File: src/sv/fxs_pkg.sv
// ----------------------------------------------------------------------------
// fxs_pkg
// shared types and constants for the tag=value field scanner
// ----------------------------------------------------------------------------
package fxs_pkg;

    localparam int MAX_MESSAGE_BYTES = 4096;
    localparam int POS_W             = 12;
    localparam int TAG_W             = 32;
    localparam int POS_LIMIT_INT     = (MAX_MESSAGE_BYTES - 1) < 4095 ?
                                       (MAX_MESSAGE_BYTES - 1) : 4095;

    localparam logic [POS_W-1:0] POS_LIMIT   = POS_LIMIT_INT[POS_W-1:0];
    localparam logic [7:0]       BAR_BYTE    = 8'h7c;
    localparam logic [7:0]       EQUALS_BYTE = 8'h3d;
    localparam logic [7:0]       ZERO_CHAR   = 8'h30;
    localparam logic [7:0]       NINE_CHAR   = 8'h39;
    localparam logic [7:0]       DELIM_RESET = 8'h01;
    localparam logic [TAG_W-1:0] MSG_TYPE_TAG = 32'd35;

    localparam int OUT_DATA_W = 56;

    typedef struct packed {
        logic [7:0] data_byte;
        logic       last_byte;
    } in_word_t;

    typedef struct packed {
        logic [TAG_W-1:0] field_tag;
        logic [POS_W-1:0] value_offset;
        logic [POS_W-1:0] value_length;
        logic             is_message_type;
    } out_word_t;

    function automatic logic [POS_W-1:0] sat_inc(input logic [POS_W-1:0] p);
        logic [POS_W-1:0] r;
        begin
            if (p >= POS_LIMIT)
            begin
                r = POS_LIMIT;
            end
            else
            begin
                r = p + 1'b1;
            end
            return r;
        end
    endfunction

endpackage

File: src/sv/fxs_in_stage.sv
// ----------------------------------------------------------------------------
// fxs_in_stage
// input register for incoming message bytes
// ----------------------------------------------------------------------------
module fxs_in_stage (
    input  logic              clk,
    input  logic              rst_n,
    input  logic              in_valid,
    output logic              in_ready,
    input  fxs_pkg::in_word_t in_word,
    output logic              hold_valid,
    output fxs_pkg::in_word_t hold_word,
    input  logic              take
);
    import fxs_pkg::*;

    logic     valid_reg;
    logic     valid_next;
    in_word_t word_reg;

    assign in_ready   = !valid_reg || take;
    assign hold_valid = valid_reg;
    assign hold_word  = word_reg;

    always_comb
    begin
        valid_next = valid_reg;
        if (in_ready)
        begin
            valid_next = in_valid;
        end
    end

    always_ff @(posedge clk or negedge rst_n)
    begin
        if (!rst_n)
        begin
            valid_reg <= 1'b0;
        end
        else
        begin
            valid_reg <= valid_next;
        end
    end

    always_ff @(posedge clk)
    begin
        if (in_ready && in_valid)
        begin
            word_reg <= in_word;
        end
    end

endmodule

File: src/sv/fxs_field_core.sv
// ----------------------------------------------------------------------------
// fxs_field_core
// per-byte field state update and result register
// ----------------------------------------------------------------------------
module fxs_field_core (
    input  logic               clk,
    input  logic               rst_n,
    input  logic [7:0]         field_delimiter,
    input  logic               hold_valid,
    input  fxs_pkg::in_word_t  hold_word,
    output logic               take,
    output logic               out_valid,
    input  logic               out_ready,
    output fxs_pkg::out_word_t out_word
);
    import fxs_pkg::*;

    logic [POS_W-1:0] pos_reg, pos_next;
    logic [TAG_W-1:0] acc_reg, acc_next;
    logic             has_reg, has_next;
    logic             inv_reg, inv_next;
    logic             eq_reg, eq_next;
    logic [POS_W-1:0] vs_reg, vs_next;
    logic             mtf_reg, mtf_next;
    logic             ovalid_reg, ovalid_next;
    out_word_t        oword_reg, oword_next;

    logic [7:0]       b;
    logic             last;
    logic             is_delim;
    logic             is_digit;
    logic [3:0]       digit;
    logic [TAG_W+3:0] acc_mul;
    logic             ovf;
    logic [TAG_W-1:0] acc_upd;
    logic             has_upd;
    logic             inv_upd;
    logic             eq_upd;
    logic [POS_W-1:0] vs_upd;
    logic [POS_W-1:0] pos_inc;
    logic [POS_W-1:0] end_pos;
    logic             emit;
    logic             is_type;

    assign take      = hold_valid && (!ovalid_reg || out_ready);
    assign out_valid = ovalid_reg;
    assign out_word  = oword_reg;

    always_comb
    begin
        b        = hold_word.data_byte;
        last     = hold_word.last_byte;
        is_delim = (b == field_delimiter) || (b == BAR_BYTE);
        is_digit = (b >= ZERO_CHAR) && (b <= NINE_CHAR);
        digit    = 4'(b - ZERO_CHAR);
        pos_inc  = sat_inc(pos_reg);
        // tag * 10 + digit, overflow when above 32 bits
        acc_mul  = ({4'b0, acc_reg} << 3) + ({4'b0, acc_reg} << 1) + {32'b0, digit};
        ovf      = |acc_mul[TAG_W+3:TAG_W];

        acc_upd = acc_reg;
        has_upd = has_reg;
        inv_upd = inv_reg;
        eq_upd  = eq_reg;
        vs_upd  = vs_reg;
        if (!is_delim && !eq_reg)
        begin
            if (b == EQUALS_BYTE)
            begin
                eq_upd = 1'b1;
                vs_upd = pos_inc;
            end
            else
            begin
                has_upd = 1'b1;
                if (is_digit)
                begin
                    if (!inv_reg)
                    begin
                        if (ovf)
                        begin
                            inv_upd = 1'b1;
                        end
                        else
                        begin
                            acc_upd = acc_mul[TAG_W-1:0];
                        end
                    end
                end
                else
                begin
                    inv_upd = 1'b1;
                end
            end
        end

        end_pos = is_delim ? pos_reg : pos_inc;
        emit    = (is_delim || last) && eq_upd && has_upd && !inv_upd;
        is_type = (acc_upd == MSG_TYPE_TAG) && !mtf_reg;

        oword_next.field_tag       = acc_upd;
        oword_next.value_offset    = vs_upd;
        oword_next.value_length    = (end_pos >= vs_upd) ? (end_pos - vs_upd) : '0;
        oword_next.is_message_type = is_type;

        pos_next    = pos_reg;
        acc_next    = acc_reg;
        has_next    = has_reg;
        inv_next    = inv_reg;
        eq_next     = eq_reg;
        vs_next     = vs_reg;
        mtf_next    = mtf_reg;
        ovalid_next = ovalid_reg;
        if (ovalid_reg && out_ready)
        begin
            ovalid_next = 1'b0;
        end
        if (take)
        begin
            ovalid_next = emit;
            if (is_delim || last)
            begin
                acc_next = '0;
                has_next = 1'b0;
                inv_next = 1'b0;
                eq_next  = 1'b0;
                vs_next  = '0;
            end
            else
            begin
                acc_next = acc_upd;
                has_next = has_upd;
                inv_next = inv_upd;
                eq_next  = eq_upd;
                vs_next  = vs_upd;
            end
            if (last)
            begin
                pos_next = '0;
                mtf_next = 1'b0;
            end
            else
            begin
                pos_next = pos_inc;
                if (emit && is_type)
                begin
                    mtf_next = 1'b1;
                end
            end
        end
    end

    always_ff @(posedge clk or negedge rst_n)
    begin
        if (!rst_n)
        begin
            pos_reg    <= '0;
            acc_reg    <= '0;
            has_reg    <= 1'b0;
            inv_reg    <= 1'b0;
            eq_reg     <= 1'b0;
            vs_reg     <= '0;
            mtf_reg    <= 1'b0;
            ovalid_reg <= 1'b0;
        end
        else
        begin
            pos_reg    <= pos_next;
            acc_reg    <= acc_next;
            has_reg    <= has_next;
            inv_reg    <= inv_next;
            eq_reg     <= eq_next;
            vs_reg     <= vs_next;
            mtf_reg    <= mtf_next;
            ovalid_reg <= ovalid_next;
        end
    end

    always_ff @(posedge clk)
    begin
        if (take)
        begin
            oword_reg <= oword_next;
        end
    end

endmodule

File: src/sv/fix_tag_value_field_scanner.sv
// ----------------------------------------------------------------------------
// fix_tag_value_field_scanner
// splits a byte stream into tag=value fields and reports tag and value span
// ----------------------------------------------------------------------------
// a field result is valid in the cycle after its closing byte is taken
// throughput: one byte per cycle, set by the field state update
// a result held in the output register stalls the next byte until it is taken
// reset: rst_n clears all control and field state, delimiter returns to 0x01
// ----------------------------------------------------------------------------
module fix_tag_value_field_scanner (
    input  logic                            clk,
    input  logic                            rst_n,
    input  logic                            s_axis_tvalid,
    output logic                            s_axis_tready,
    input  logic [7:0]                      s_axis_tdata,   // data_byte
    input  logic                            s_axis_tlast,   // last_byte
    output logic                            m_axis_tvalid,
    input  logic                            m_axis_tready,
    output logic [fxs_pkg::OUT_DATA_W-1:0]  m_axis_tdata,   // field_tag, value_offset, value_length
    output logic                            m_axis_tuser,   // is_message_type
    input  logic                            cfg_valid,
    output logic                            cfg_ready,
    input  logic [7:0]                      cfg_data        // field_delimiter
);
    import fxs_pkg::*;

    logic [7:0] delim_reg;
    in_word_t   in_word;
    in_word_t   hold_word;
    logic       hold_valid;
    logic       take;
    out_word_t  out_word;

    assign cfg_ready = 1'b1;

    always_ff @(posedge clk or negedge rst_n)
    begin
        if (!rst_n)
        begin
            delim_reg <= DELIM_RESET;
        end
        else if (cfg_valid)
        begin
            delim_reg <= cfg_data;
        end
    end

    assign in_word.data_byte = s_axis_tdata;
    assign in_word.last_byte = s_axis_tlast;

    fxs_in_stage u_in_stage (
        .clk        (clk),
        .rst_n      (rst_n),
        .in_valid   (s_axis_tvalid),
        .in_ready   (s_axis_tready),
        .in_word    (in_word),
        .hold_valid (hold_valid),
        .hold_word  (hold_word),
        .take       (take)
    );

    fxs_field_core u_field_core (
        .clk             (clk),
        .rst_n           (rst_n),
        .field_delimiter (delim_reg),
        .hold_valid      (hold_valid),
        .hold_word       (hold_word),
        .take            (take),
        .out_valid       (m_axis_tvalid),
        .out_ready       (m_axis_tready),
        .out_word        (out_word)
    );

    assign m_axis_tdata = {out_word.value_length, out_word.value_offset, out_word.field_tag};
    assign m_axis_tuser = out_word.is_message_type;

endmodule
File: config.mk
export PLATFORM = sky130hd
export DESIGN_NAME = fix_tag_value_field_scanner
export DESIGN_NICKNAME = d
export VERILOG_FILES = /design/src/sv/fxs_pkg.sv /design/src/sv/fxs_in_stage.sv /design/src/sv/fxs_field_core.sv /design/src/sv/fix_tag_value_field_scanner.sv
export SDC_FILE = /design/constraint.sdc
export NUM_CORES = 1
export LEC_CHECK = 0
export BUFFER_PORTS_ARGS = -buffer_cell sky130_fd_sc_hd__buf_2
export CAP_MARGIN = 20
export CORE_ASPECT_RATIO = 1.2
export CORE_MARGIN = 5
export CORE_UTILIZATION = 65
export DETAILED_ROUTE_END_ITERATION = 10
export MAX_ROUTING_LAYER = met4
export PLACE_DENSITY = 0.95
export SYNTH_ARGS = -nofsm -noshare
export SYNTH_HDL_FRONTEND = slang
export SYNTH_SLANG_ARGS = --single-unit
File: constraint.sdc
create_clock -name clk -period 8.2 [get_ports clk]
set_input_delay 0.82 -clock clk [delete_from_list [all_inputs] [get_ports clk]]
set_output_delay 0.82 -clock clk [all_outputs]
set_load 0.01 [all_outputs]
==> flow_summary.yaml <==
place:
  dp_hpwl_um: 15390
  pre_cts_ws_ps: 3051
  dpl_cell_area_um2: 9275
  io_buffers: 80
  place_congestion: 0.9883
clock_network:
  cts_root_buf: "clkbuf_16"
  cts_buffers: 17
  path_clk_slew_ps: 60
  post_cts_buffers: 0
  clock_path_buffers: 2
  cts_sinks: 136
  clk_latency_ps: 420
  cts.repair.resized: 0
  postCtsHoldBufs: 0
  h-tree-depth: 4
  cts_tree: "yes"
setup_path:
  startpoint_type: "flip-flop"
  arrival_ps: 5410
  cpPeakStageDelay_ps: 660
  cpMostUsedCell: "a21oi_1"
  critPathKind: "reg -> reg"
  slowest_stage: "nand3_1"
  critical-path-top-delay-family: "simple AND/OR/NAND/NOR gates"
  critical_path.cell_chain: "ha_1 -> and3_1 -> and3_1 -> nand3_1 -> a31oi_1 -> ha_1 -> inv_1 -> fa_1 -> a21o_1 -> a21oi_1 -> o21bai_1 -> a21oi_1 -> o21bai_1 -> a21oi_1 -> o211ai_1 -> nand2_1 -> nor3_1"
  worstPathRequired_ps: 8350
  critPathMaxFanout: 23
  cp_num_buf_inv: 1
  cp-end-kind: "flip-flop"
final_layout:
  fin_area_um2: 9877
  fin_nets: 1020
  area.growth.synth_to_final_pct: 12.29
  largest_reg_flops: 57
  n_fill_cell: 838
  diodes: 0
  layout-drive-gt1-share_pct: 19.21
timing:
  rsz0062_at_grt: "false"
  holdWs_ps: 484.1
  final-hold-violation-count: 0
  max_freq_ghz: 0.1900
  layout_min_cycle_time_ps: 5264
  setup_tns_ps: 0
  relSlewSlack_pct: 24.38
  fin_ws_ps: 2936
  finClkSkew_ps: 10.31
  setup_violations: 0
  drv_slew: 0
  tightest_slew_ps: 1132
  min_period_over_period_pct: 64.20
synth:
  synth_nets: 953
  synth_seq_area_share_pct: 42.46
  avgSynthCellArea_um2: 10.32
  syn_area_um2: 8796
  synth_top_area_share_pct: 22.53
  async_flop_share_pct: 51.47
  synth_cell_types: 73
  netlist_instances: 852
  synth_seq_cells: 136
  synth_area_leaders: "edfxtp_1, dfrtp_1, ha_1"
  yosys_warnings: 0
  synth-edff-count: 66
  synth_largest_area_cell: "edfxtp_1"
  synth_ff_type: "dfrtp_1"
power_and_ir_drop:
  leakagePower_nw: 4.853
  irDropWorstVdd_mv: 0.1710
  p_per_area_nw_per_um2: 176.5
  total_power_w: 0.001743
route:
  post_drt_wl_per_cell_um: 20.42
  drt_pass1_iterations: 5
  routed_wl_um: 22460
  drt_first_iter_violations: 612
  drc: 0
  num_vias: 7336
  viasPerCell: 6.669
  ant_nets: 0
global_route:
  grt_overflow: 0
  grt_first_pass_wirelength_um: 36310
  grt.total_usage_pct: 29.91
  grt_max_degree: 71
  grt_pass1_vias: 7408
  antenna_found_initial: 0
floorplanning:
  die_x_um: 116.2
  core_area_um2: 13240
  num_rows: 46
  io_pins: 82
  start_util_pct: 66.45
  die_h_um: 137.4
  dieArea_um2: 15970
worst_hold_path:
  min_path_type: "reg -> reg"
outcome:
  status: "complete, no violations"
run:
  drv_cap: 0
==> path summary, 6_finish.rpt <==
path | slack (ps) | start | to | cells after the start
worst max-delay path | 2940 | u_field_core.pos_reg[0]$_DFFE_PN0P_ | u_field_core.out_word[12]$_SDFFCE_PN0P_ | 17
worst min-delay path | 480 | u_field_core.vs_reg[5]$_DFFE_PN0P_ | u_field_core.vs_reg[5]$_DFFE_PN0P_ | 2
worst max register to register | 2940 | u_field_core.pos_reg[0]$_DFFE_PN0P_ | u_field_core.out_word[12]$_SDFFCE_PN0P_ | 17
worst min register to register | 480 | u_field_core.vs_reg[5]$_DFFE_PN0P_ | u_field_core.vs_reg[5]$_DFFE_PN0P_ | 2
max in group asynchronous | 6970 | rst_n | u_field_core.acc_reg[19]$_DFFE_PN0P_ | 2
min in group asynchronous | 600 | rst_n | u_field_core.acc_reg[10]$_DFFE_PN0P_ | 2
==> power by group <==
part	total (W)	switching [W]	leakage, nW	internal, W
combinational	0.000183	0.000111	2.93	0.0000725
sequential	0.000777	0.0000191	1.63	0.000758
clock	0.000783	0.000303	0.291	0.000480
==> area by class of cell <==
class	count	area, µm²	share of cell area [%]
multi-input combinational	645	4757	48.16
sequential	136	3735	37.81
timing repair buffer	87	452.9	4.586
clock buffer	18	429.2	4.345
tap	168	210.2	2.128
clock inverter	14	172.7	1.748
inverter	32	120.1	1.216
==> per-layer routing <==
layer	routed length, µm	share of wire [%]	vias up	global-route usage, %
li1	-	-	3343	-
met1	8343	37	3478	33.10
met2	11450	51	393	49.46
met3	1374	6.1	122	6.019
met4	1292	5.8	0	18.44
met5	0	0	-	-
==> worst min-delay path, stage by stage, from the launching register on <==
cell and delay, ps:
dfrtp_1 340, nand2_1 50, o21ai_0 60
==> cells in the mapped netlist, types with 5 or more instances <==
cell,count
ha_1,76
dfrtp_1,69
edfxtp_1,66
nand2_1,66
a21oi_1,61
nor2_1,55
a22o_1,41
mux2_2,41
o21ai_0,40
inv_1,32
xnor2_1,29
clkbuf_1,23
nor3_1,19
xor2_1,18
nand3_1,17
and3_1,15
a21o_1,12
a31oi_1,12
nor4_1,11
and2_1,9
buf_4,9
nand4_1,9
nand2b_1,7
buf_2,6
o21ai_1,6
or3_1,6
mux2i_1,5
o21bai_1,5
==> cells by family after synthesis <==
kind of cell	synth area share (%)
fa+ha+maj	11.49
mux	5.818
compound gates	18.39
xor+xnor	4.680
other cells	0.04263
buf+inv	3.499
simple gates	13.61
flops	42.46
==> placed cells by master (no fill, tap or decap), drive strengths merged, types with 7 or more instances in the layout <==
cell type / instances
buf: 87
ha: 76
dfrtp: 69
nand2: 66
edfxtp: 66
a21oi: 61
nor2: 55
o21ai: 46
mux2: 41
a22o: 41
inv: 35
xnor2: 29
nor3: 20
xor2: 18
clkbuf: 18
nand3: 17
and3: 15
a31oi: 12
a21o: 12
nor4: 12
and2: 10
nand4: 9
nand2b: 7
==> through the flow <==
stage,utilization [%],instances
floorplan,-,852
global placement,70.07,1068
detailed placement,70.07,1068
CTS,74.61,1100
global route,74.61,1100
finish,74.61,1100
Note: power is estimated with default switching activity, not from simulation.
